`config.mk`:
```
export PLATFORM = sky130hd
export DESIGN_NAME = voice_volume_pan_registers
export DESIGN_NICKNAME = d
export VERILOG_FILES = /design/src/hdl/vvpr_pkg.sv /design/src/hdl/voice_volume_pan_registers.sv
export VERILOG_INCLUDE_DIRS = /design/src /design/src/hdl
export SDC_FILE = /design/constraint.sdc
export NUM_CORES = 2
export LEC_CHECK = 0
export BUFFER_PORTS_ARGS = -buffer_cell sky130_fd_sc_hd__buf_4
export CORE_MARGIN = 8
export CORE_UTILIZATION = 55
export CTS_BUF_LIST = sky130_fd_sc_hd__clkbuf_4 sky130_fd_sc_hd__clkbuf_8 sky130_fd_sc_hd__clkbuf_16
export CTS_CLUSTER_DIAMETER = 40
export DETAILED_ROUTE_END_ITERATION = 7
export PLACE_DENSITY = 0.75
export SLEW_MARGIN = 20
export SYNTH_ARGS = -nofsm -noshare
export SYNTH_HDL_FRONTEND = slang
export SYNTH_SLANG_ARGS = --single-unit
```
`constraint.sdc`:
```
create_clock -name aclk -period 7.2 [get_ports aclk]
set_clock_uncertainty 0.1 [all_clocks]
set_input_delay 1.08 -clock aclk [delete_from_list [all_inputs] [get_ports aclk]]
set_output_delay 1.08 -clock aclk [all_outputs]
set_load 0.01 [all_outputs]
```
`src/hdl/assert_macros.svh`:
```
// Assertion macros for the RTL of the voice volume block.
`ifndef ASSERT_MACROS_SVH
`define ASSERT_MACROS_SVH

// Same-cycle implication, sampled on aclk, off while in reset.
`define ASSERT_IMPLIES(lbl, cond, prop) \
    lbl: assert property (@(posedge aclk) disable iff (!aresetn) (cond) |-> (prop)) \
        else $error("assertion failed: same-cycle implication");

// Next-cycle implication, sampled on aclk, off while in reset.
`define ASSERT_NEXT(lbl, cond, prop) \
    lbl: assert property (@(posedge aclk) disable iff (!aresetn) (cond) |=> (prop)) \
        else $error("assertion failed: next-cycle implication");

`endif

```
`src/hdl/vvpr_pkg.sv`:
```
// Types, constants and pan table function for the voice volume block.
package vvpr_pkg;

    localparam int unsigned NUM_STAGES = 7;

    // register indexes on the config port
    localparam logic CFG_SONG_VOL_LEFT  = 1'b0;
    localparam logic CFG_SONG_VOL_RIGHT = 1'b1;

    localparam logic signed [8:0] SONG_VOL_RESET = 9'sd127;

    // voice volume: product of four 7-bit values over 127^3, by reciprocal
    localparam int unsigned VVOL_DIV   = 32'h1F417F;
    localparam int unsigned VVOL_SHIFT = 49;
    localparam logic [63:0] VVOL_RECIP_W =
        ((64'd1 << VVOL_SHIFT) + 64'(VVOL_DIV) - 64'd1) / 64'(VVOL_DIV);
    localparam logic [28:0] VVOL_RECIP = VVOL_RECIP_W[28:0];

    // linear term: 22-bit product over 127^2, by reciprocal
    localparam int unsigned LIN_DIV   = 32'h3F01;
    localparam int unsigned LIN_SHIFT = 36;
    localparam logic [63:0] LIN_RECIP_W =
        ((64'd1 << LIN_SHIFT) + 64'(LIN_DIV) - 64'd1) / 64'(LIN_DIV);
    localparam logic [22:0] LIN_RECIP = LIN_RECIP_W[22:0];

    localparam logic [13:0] VOL_MAX    = 14'h3FFF;
    localparam logic [6:0]  GAIN_FULL  = 7'h7F;
    localparam logic [6:0]  GAIN_CTR   = 7'd120;
    localparam logic [6:0]  PAN_CENTRE = 7'h40;
    localparam logic [7:0]  SUM_LO     = 8'd65;
    localparam logic [7:0]  SUM_HI     = 8'd191;
    localparam logic [5:0]  RAMP_KNEE  = 6'd49;
    localparam logic [6:0]  RAMP_BASE  = 7'd96;

    typedef struct packed {
        logic [6:0] left;
        logic [6:0] right;
    } gains_t;

    // gain of the ramping side for an index of 1..63
    function automatic logic [6:0] ramp_gain(input logic [5:0] i);
        logic [6:0] g;
        if (i <= RAMP_KNEE) begin
            g = 7'((7'(i) - 7'd1) << 1);
        end else begin
            g = RAMP_BASE + 7'(i - RAMP_KNEE);
        end
        return g;
    endfunction

    // rule-built pan table, index 1..127
    function automatic gains_t pan_gains(input logic [6:0] idx);
        gains_t g;
        if (idx < PAN_CENTRE) begin
            g.left  = GAIN_FULL;
            g.right = ramp_gain(idx[5:0]);
        end else if (idx == PAN_CENTRE) begin
            g.left  = GAIN_CTR;
            g.right = GAIN_CTR;
        end else begin
            g.left  = ramp_gain(6'(8'd128 - 8'(idx)));
            g.right = GAIN_FULL;
        end
        return g;
    endfunction

endpackage

```
`src/hdl/voice_volume_pan_registers.sv`:
```
// Top level: voice volume and pan to left/right volume register values.
//
// Usage
//   s_ channel: one word per voice. s_tdata bits, lowest first:
//     channel_volume[6:0], expression[13:7], program_volume[20:14],
//     tone_volume[27:21], velocity[34:28], channel_pan[41:35],
//     tone_pan[49:42], zero fill [55:50].
//   m_ channel: one word per accepted input, in order. m_tdata holds
//     vol_left[13:0], vol_right[27:14], zero fill [31:28].
//   cfg_ channel: index 0 writes the left song pre-volume, index 1 the
//     right (9-bit signed); always ready, write only while no word is in
//     flight.
// Timing
//   Seven register stages (two 7x7 products, the 14x14 product, the 127^3
//   reciprocal multiply, velocity product, pre-volume product, the 127^2
//   reciprocal multiply and pan gain with saturation). One word per cycle
//   sustained while m_tready is high.
// Reset and stall
//   aresetn (synchronous, low) empties the pipeline and sets both
//   pre-volumes to 127. When m_tready is low, words close up behind the
//   held output; s_tready drops only once every stage is full.
module voice_volume_pan_registers
    import vvpr_pkg::*;
(
    input  logic        aclk,
    input  logic        aresetn,
    // config write channel
    input  logic        cfg_valid,
    output logic        cfg_ready,
    input  logic        cfg_index,
    input  logic [8:0]  cfg_data,
    // input stream
    input  logic        s_tvalid,
    output logic        s_tready,
    input  logic [55:0] s_tdata,   // ch_vol, expr, prog_vol, tone_vol, vel, ch_pan, tone_pan
    // result stream
    output logic        m_tvalid,
    input  logic        m_tready,
    output logic [31:0] m_tdata    // vol_left, vol_right
);

`include "assert_macros.svh"

    // ---------------- configuration registers ----------------
    logic signed [8:0] song_vol_left_reg, song_vol_right_reg;

    assign cfg_ready = 1'b1;

    always_ff @(posedge aclk) begin
        if (!aresetn) begin
            song_vol_left_reg  <= SONG_VOL_RESET;
            song_vol_right_reg <= SONG_VOL_RESET;
        end else if (cfg_valid && cfg_ready) begin
            case (cfg_index)
                CFG_SONG_VOL_LEFT:  song_vol_left_reg  <= cfg_data;
                CFG_SONG_VOL_RIGHT: song_vol_right_reg <= cfg_data;
                default: ;
            endcase
        end
    end

    // ---------------- pipeline control ----------------
    // A stage loads when it is empty or the stage after it moves on.
    logic [NUM_STAGES-1:0] vld_reg;
    logic [NUM_STAGES-1:0] stage_en;

    always_comb begin
        stage_en[NUM_STAGES-1] = !vld_reg[NUM_STAGES-1] || m_tready;
        for (int i = NUM_STAGES - 2; i >= 0; i--) begin
            stage_en[i] = !vld_reg[i] || stage_en[i+1];
        end
    end

    assign s_tready = stage_en[0];

    always_ff @(posedge aclk) begin
        if (!aresetn) begin
            vld_reg <= '0;
        end else begin
            if (stage_en[0]) vld_reg[0] <= s_tvalid;
            for (int i = 1; i < NUM_STAGES; i++) begin
                if (stage_en[i]) vld_reg[i] <= vld_reg[i-1];
            end
        end
    end

    // ---------------- input unpack ----------------
    logic [6:0] in_ch_vol, in_expr, in_prog_vol, in_tone_vol, in_vel, in_ch_pan;
    logic [7:0] in_tone_pan;

    assign in_ch_vol   = s_tdata[6:0];
    assign in_expr     = s_tdata[13:7];
    assign in_prog_vol = s_tdata[20:14];
    assign in_tone_vol = s_tdata[27:21];
    assign in_vel      = s_tdata[34:28];
    assign in_ch_pan   = s_tdata[41:35];
    assign in_tone_pan = s_tdata[49:42];

    // ---------------- stage 1: pair products, pan index ----------------
    logic [13:0] s1_p1_reg, s1_p2_reg, s1_p1_next, s1_p2_next;
    logic [6:0]  s1_vel_reg, s1_idx_reg, s1_idx_next;
    logic [6:0]  ch_pan_c, tone_pan_c;
    logic [7:0]  pan_sum, pan_sum_c;

    always_comb begin
        s1_p1_next = 14'(in_ch_vol) * 14'(in_expr);
        s1_p2_next = 14'(in_prog_vol) * 14'(in_tone_vol);

        ch_pan_c = (in_ch_pan == 7'd0) ? 7'd1 : in_ch_pan;
        if (in_tone_pan[7])            tone_pan_c = GAIN_FULL;
        else if (in_tone_pan == 8'd0)  tone_pan_c = 7'd1;
        else                           tone_pan_c = in_tone_pan[6:0];

        pan_sum = 8'(ch_pan_c) + 8'(tone_pan_c);
        if (pan_sum < SUM_LO)      pan_sum_c = SUM_LO;
        else if (pan_sum > SUM_HI) pan_sum_c = SUM_HI;
        else                       pan_sum_c = pan_sum;
        s1_idx_next = 7'(pan_sum_c - 8'(PAN_CENTRE));
    end

    always_ff @(posedge aclk) begin
        if (stage_en[0]) begin
            s1_p1_reg  <= s1_p1_next;
            s1_p2_reg  <= s1_p2_next;
            s1_vel_reg <= in_vel;
            s1_idx_reg <= s1_idx_next;
        end
    end

    // ---------------- stage 2: four-way product, pan table ----------------
    logic [27:0] s2_prod_reg, s2_prod_next;
    logic [6:0]  s2_vel_reg;
    gains_t      s2_gain_reg, s2_gain_next;

    always_comb begin
        s2_prod_next = 28'(s1_p1_reg) * 28'(s1_p2_reg);
        s2_gain_next = pan_gains(s1_idx_reg);
    end

    always_ff @(posedge aclk) begin
        if (stage_en[1]) begin
            s2_prod_reg <= s2_prod_next;
            s2_vel_reg  <= s1_vel_reg;
            s2_gain_reg <= s2_gain_next;
        end
    end

    // ---------------- stage 3: divide by 127^3 ----------------
    logic [56:0] vvol_mul;
    logic [6:0]  s3_vvol_reg, s3_vvol_next, s3_vel_reg;
    gains_t      s3_gain_reg;

    always_comb begin
        vvol_mul     = 57'(s2_prod_reg) * 57'(VVOL_RECIP);
        s3_vvol_next = vvol_mul[VVOL_SHIFT +: 7];   // quotient is 0..127
    end

    always_ff @(posedge aclk) begin
        if (stage_en[2]) begin
            s3_vvol_reg <= s3_vvol_next;
            s3_vel_reg  <= s2_vel_reg;
            s3_gain_reg <= s2_gain_reg;
        end
    end

    // ---------------- stage 4: voice volume x velocity ----------------
    logic [13:0] s4_vv_reg, s4_vv_next;
    gains_t      s4_gain_reg;

    assign s4_vv_next = 14'(s3_vvol_reg) * 14'(s3_vel_reg);

    always_ff @(posedge aclk) begin
        if (stage_en[3]) begin
            s4_vv_reg   <= s4_vv_next;
            s4_gain_reg <= s3_gain_reg;
        end
    end

    // ---------------- stage 5: song pre-volume per side ----------------
    // Zero or negative pre-volume forces a zero linear term.
    logic [7:0]  sv_left_pos, sv_right_pos;
    logic [21:0] s5_left_reg, s5_right_reg, s5_left_next, s5_right_next;
    gains_t      s5_gain_reg;

    always_comb begin
        sv_left_pos   = song_vol_left_reg[8]  ? 8'd0 : song_vol_left_reg[7:0];
        sv_right_pos  = song_vol_right_reg[8] ? 8'd0 : song_vol_right_reg[7:0];
        s5_left_next  = 22'(sv_left_pos)  * 22'(s4_vv_reg);
        s5_right_next = 22'(sv_right_pos) * 22'(s4_vv_reg);
    end

    always_ff @(posedge aclk) begin
        if (stage_en[4]) begin
            s5_left_reg  <= s5_left_next;
            s5_right_reg <= s5_right_next;
            s5_gain_reg  <= s4_gain_reg;
        end
    end

    // ---------------- stage 6: divide by 127^2 ----------------
    logic [44:0] lin_left_mul, lin_right_mul;
    logic [7:0]  s6_left_reg, s6_right_reg, s6_left_next, s6_right_next;
    gains_t      s6_gain_reg;

    always_comb begin
        lin_left_mul  = 45'(s5_left_reg)  * 45'(LIN_RECIP);
        lin_right_mul = 45'(s5_right_reg) * 45'(LIN_RECIP);
        s6_left_next  = lin_left_mul[LIN_SHIFT +: 8];   // 0..255
        s6_right_next = lin_right_mul[LIN_SHIFT +: 8];
    end

    always_ff @(posedge aclk) begin
        if (stage_en[5]) begin
            s6_left_reg  <= s6_left_next;
            s6_right_reg <= s6_right_next;
            s6_gain_reg  <= s5_gain_reg;
        end
    end

    // ---------------- stage 7: pan gain, saturate, output register ----------------
    logic [14:0] scaled_left, scaled_right;
    logic [13:0] out_left_reg, out_right_reg, out_left_next, out_right_next;

    always_comb begin
        scaled_left    = 15'(s6_left_reg)  * 15'(s6_gain_reg.left);
        scaled_right   = 15'(s6_right_reg) * 15'(s6_gain_reg.right);
        out_left_next  = (scaled_left  > 15'(VOL_MAX)) ? VOL_MAX : scaled_left[13:0];
        out_right_next = (scaled_right > 15'(VOL_MAX)) ? VOL_MAX : scaled_right[13:0];
    end

    always_ff @(posedge aclk) begin
        if (stage_en[6]) begin
            out_left_reg  <= out_left_next;
            out_right_reg <= out_right_next;
        end
    end

    assign m_tvalid = vld_reg[NUM_STAGES-1];
    assign m_tdata  = {4'd0, out_right_reg, out_left_reg};

    // ---------------- assertions ----------------
    // Input back-pressure only ever comes from a stalled, full output.
    `ASSERT_IMPLIES(a_stall_source, !s_tready, m_tvalid && !m_tready)
    // With the output stage empty nothing can block the input.
    `ASSERT_IMPLIES(a_empty_ready, !vld_reg[NUM_STAGES-1], s_tready)
    // An accepted word always lands in the first stage.
    `ASSERT_NEXT(a_accept_lands, s_tvalid && s_tready, vld_reg[0])

endmodule

```
# Yosys cells after proc, flatten, opt, wreduce, memory -nomap -nowiden

Index checks and enable logic that the tools add are counted.

Logic and storage cells: 94
Output and inout port bits: 35
Bits in registers: 288
Input port bits: 71

Multiply operators: 11
Magnitude comparators: 7
Add/subtract/negate cells: 9
Bitwise gates (word level): 1
Eq/ne operators: 1
Reduce and logical (&&, ||, !) cells: 19
Muxes and demuxes: 11

Operators with widths:

| operator                                                                          | count |
|---|---|
| 22-bit by 23-bit multiplier with 44-bit output, second input constant             | 2 |
| 7-bit two-way mux                                                                 | 8 |
| 28-bit by 25-bit multiplier with 52-bit output, second input constant             | 1 |
| 8-bit by 14-bit multiplier with 22-bit output                                     | 2 |
| 7-bit by 7-bit multiplier with 14-bit output                                      | 3 |
| 15-bit by 14-bit greater-than comparator with 1-bit output, second input constant | 2 |
| 8-bit by 7-bit multiplier with 15-bit output                                      | 2 |
| 14-bit by 14-bit multiplier with 28-bit output                                    | 1 |
| 8-bit two-way mux                                                                 | 2 |
| 7-bit adder, first input constant                                                 | 2 |
| 6-bit by 6-bit subtractor with 7-bit output, second input constant                | 2 |
| 6-bit <= comparator, second input constant                                        | 2 |
| 6-bit by 1-bit subtractor with 6-bit output, second input constant                | 2 |
| 10-bit two-way mux                                                                | 1 |
| 7-bit by 7-bit adder with 8-bit output                                            | 1 |
| 8-bit greater-than comparator, second input constant                              | 1 |
| 8-bit zero test                                                                   | 1 |
| 8-bit by 7-bit less-than comparator with 1-bit output, second input constant      | 1 |
| 7-bit equality test, second input constant                                        | 1 |
| 1-bit zero test                                                                   | 7 |
| 7-bit zero test                                                                   | 1 |
| 1-bit logical OR                                                                  | 7 |
| 7-bit less-than comparator, second input constant                                 | 1 |
| 7-bit subtractor, second input constant                                           | 1 |
| 4 further kinds                                                                   | 5 |

# Longest topological paths before layout

Word-level depth: 8
Gate-level depth with buffers: 25
Depth with buffers taken out: 23

# Worst setup path before layout

OpenSTA, ideal clock, no wires.

Kind: register to register
From: reg s1_p1_reg[9]
To: reg s2_prod_reg[27], data pin
Buffers on the path: 1
Setup time: 0.260 ns
Data required time: 6.840 ns
Period minus slack after synthesis: 6.026 ns
Cell stages (with the launch flop): 23
Arrival time: 5.666 ns
Path slack: 1.174 ns
Cells stage by stage: edfxtp_1 > clkbuf_1 > and2_1 > fa_1 > inv_1 > fa_1 > inv_1 > fa_1 > fa_1 > fa_1 > inv_1 > fa_1 > inv_1 > ha_1 > and3_4 > and3_4 > a22oi_1 > o31a_2 > a21oi_2 > o21a_4 > a311o_1 > a21oi_1 > xnor2_1

Word-level cells in the longest chain between the ends: 1

Ends and longest elaborated chain:

| item                                           | RTL line                          | RTL |
|---|---|---|
| from (decl)                                    | voice_volume_pan_registers.sv:100 | `logic [13:0] s1_p1_reg, s1_p2_reg, s1_p1_next, s1_p2_next;` |
| from (signal assigned)                         | voice_volume_pan_registers.sv:123 | `s1_p1_reg <= s1_p1_next;` |
| 14-bit by 14-bit multiplier with 28-bit output | voice_volume_pan_registers.sv:136 | `s2_prod_next = 28'(s1_p1_reg) * 28'(s1_p2_reg);` |
| named net s2_prod_next[27]                     | voice_volume_pan_registers.sv:131 | `logic [27:0] s2_prod_reg, s2_prod_next;` |
| to (signal assigned)                           | voice_volume_pan_registers.sv:142 | `s2_prod_reg <= s2_prod_next;` |
| to (decl)                                      | voice_volume_pan_registers.sv:131 |  |

The timed path passes the listed nets, and every way through them passes these cells.
A chain may end at the register's enable or synchronous reset.

# Worst setup path after layout

Ends and elaborated chain as after synthesis.

==> results.yml <==
status:
  outcome: "finished clean"
die:
  die_area_um2: 98000
  design.core.area_um2: 88000
  die-height_um: 313
  fp-row-count: 109
  fp.dieW_um: 313
  start_util: 0.552
  io_pins: 106
global_routing:
  total_grt_usage: 0.207
  total_grt_overflow: 0
  grt_start_max_net_pins: 59
  antenna_found_initial: 4
  first_global_vias: 35200
  grt_pass1_wl_mm: 169
cells_and_area:
  final_stage_net_count: 6631
  drive_gt1_frac: 0.0497
  largest_register_ffs: 28
  flow.area_growth_from_synthesis_pct: 7.72
  design_area_um2: 52300
  finish.cell_count_without_fillers: 6059
sta:
  finalHoldViolCount: 0
  fmax_mhz: 155
  timing_max_transition_violations_final: 0
  post_route_minimum_period_ns: 6.47
  final.period_utilization: 0.899
  grt_setup_unrepaired: "no"
  finalSetupTns_ns: 0
  setup-violations-final: 0
  worst_slew_margin_rel: 0.266
  worst_slew_pin_slew_ns: 1.10
route:
  routed_wirelength_mm: 99.3
  postRouteAntennaNets: 0
  drc_errors: 0
  routedWlPerCell_um: 16.4
  dr.first_iter.drc_count: 1653
  drtPass1Iterations: 7
  detailroute.via_count: 32700
  vias_per_cell: 5.40
place:
  gp_congestion: 0.860
  dp_hpwl_mm: 82.5
  dp_cells: 5971
  placed_area_um2: 50600
  place.port_buffers: 94
clocking:
  h-tree-depth: 2
  holdBufCountCts: 0
  cts_sinks: 288
  clock_latency_on_the_worst_skew_pair_ns: 0.61
  ctsRootBufferMaster: "clkbuf_16"
  post_cts.repair.setup_buffers: 0
  ctsResizeCount: 0
  cts-buffers-inserted: 47
  cts_max_path_buffers: 3
  tritoncts: "done"
  path_clk_slew_ns: 0.06
setup_path:
  worstSetupEndpointType: "flip-flop"
  critical_path_required_ns: 7.45
  endpoint_of_the_lowest_slack_register_to_register_path: "s2_prod_reg[27]$_DFFE_PP_"
  critPathMaxFanout: 14
  worst-r2r-cell-count: 21
  regToRegStartpoint: "s1_p1_reg[9]$_DFFE_PP_"
  critical-path-slowest-cell: "edfxtp_1"
  worst_case_register_to_register_setup_slack_ns: 0.73
  path_class: "flip-flop to flip-flop"
  crit_arrival_ns: 6.72
  crit_path_buffers_inverters: 4
  crit_path_max_incr_delay_ns: 0.63
  startpoint_type: "flip-flop"
  cp_dominant_cell_by_count: "fa_1"
  critical_path.cell_chain: "and2_1 > fa_1 > inv_1 > fa_1 > inv_1 > fa_1 > fa_1 > fa_1 > inv_1 > fa_1 > inv_1 > ha_1 > and3_4 > and3_4 > a22oi_1 > o31a_2 > a21oi_2 > o21a_4 > a311o_1 > a21oi_1 > xnor2_1"
  critical_path.top_delay_family: "adder cells"
job:
  max_cap_violations: 0
min_path:
  hold_end: "s4_gain_reg[5]$_DFFE_PP_"
  hold_depth: 0
  hold_class: "flip-flop to flip-flop"
  hold_path_startpoint: "s3_gain_reg[5]$_DFFE_PP_"
synth:
  post_synth.cell_area_avg_um2: 10.2
  synth_warnings: 0
  synth_seq_area_share: 0.173
  yosys_register_bits: 288
  post-synth-top-count-cell: "ha_1"
  post_synth_main_area_contributors: "ha_1 27%, fa_1 27%, edfxtp_1 16%, inv_1 7.7%, and2_1 4.8%"
  post_synth_instance_area_um2: 48600
  yosysTopAreaCell: "ha_1"
  ys.flop_type: "edfxtp_1"
  ys_async_sr_fraction: 0
  yosysUniqueCellTypes: 76
  synth_largest_type_area_fraction: 0.271
  synthCells: 4769
  ys_top_cells_by_count: "1,050 x ha_1, 992 x inv_1, 655 x fa_1"
  synth_enable_flop_cells: 263
-- metrics by stage --
stage | utilization | hold WS (ns) | worst slack [ns]
detailed placement | 0.575 | 0.305 | 0.742
CTS | 0.595 | 0.302 | 0.717
finish | 0.595 | 0.299 | 0.729
global route | 0.595 | 0.317 | 0.501
global placement | 0.575 | 0.301 | 0.799
floorplan | - | 0.300 | 1.17
-- cell families after synthesis --
group / Yosys count / synth area share
compound gates: 448 / 0.0610
xor+xnor: 140 / 0.0253
fa+ha+maj: 1708 / 0.541
buf+inv: 1072 / 0.0834
flops: 288 / 0.173
mux: 2 / 0.000438
other cells: 2 / 0.000155
simple gates: 1109 / 0.116
-- worst max path at each step --
stage | startpoint | endpoint | slack [ns] | cells after the start
2_1_floorplan | s1_p1_reg[9]$_DFFE_PP_ | s2_prod_reg[27]$_DFFE_PP_ | 1.17 | 22
3_3_place_gp | s1_p1_reg[7]$_DFFE_PP_ | s2_prod_reg[24]$_DFFE_PP_ | 0.80 | 23
3_5_place_dp | s1_p1_reg[8]$_DFFE_PP_ | s2_prod_reg[24]$_DFFE_PP_ | 0.74 | 21
4_1_cts | s1_p1_reg[9]$_DFFE_PP_ | s2_prod_reg[27]$_DFFE_PP_ | 0.72 | 21
5_1_grt | s1_p1_reg[8]$_DFFE_PP_ | s2_prod_reg[24]$_DFFE_PP_ | 0.50 | 21
6_report | s1_p1_reg[9]$_DFFE_PP_ | s2_prod_reg[27]$_DFFE_PP_ | 0.73 | 21
-- area by class of cell --
cell class              instances  area [um2]
well taps                    1165        1460
multi-input cells            3412       36100
fillers                      7247       35700
diodes                          1        2.50
flip-flops and latches        288        8400
inverters                     992        3720
clock buffers                  51        1230
clock inverters                36         512
repair buffers                114         856
-- per-layer routing --
metal | global-route usage | routed length [um] | vias to the layer above
met4 | 0.0565 | 2640 | 4
met3 | 0.0288 | 4580 | 216
met2 | 0.373 | 50400 | 702
li1 | - | - | 15600
met1 | 0.258 | 41600 | 16200
met5 | 0 | 32 | -
-- cell usage in the layout (no fill, tap or decap), drive strengths merged, types with 14 or more instances in the layout --
cell,count
a211oi,15
a21o,78
a21oi,146
and2,376
buf,114
clkbuf,51
dfxtp,25
edfxtp,263
fa,655
ha,1050
inv,1007
nand2,431
nand2b,27
nand3,45
nand4,24
nor2,78
nor2b,44
nor3,26
o21a,14
o21ai,73
o21bai,33
or2,15
xnor2,105
xor2,35
Power is left out: the tool's default activity adds up to more than one toggle a clock period on the data nets, which glitch-free logic cannot reach.
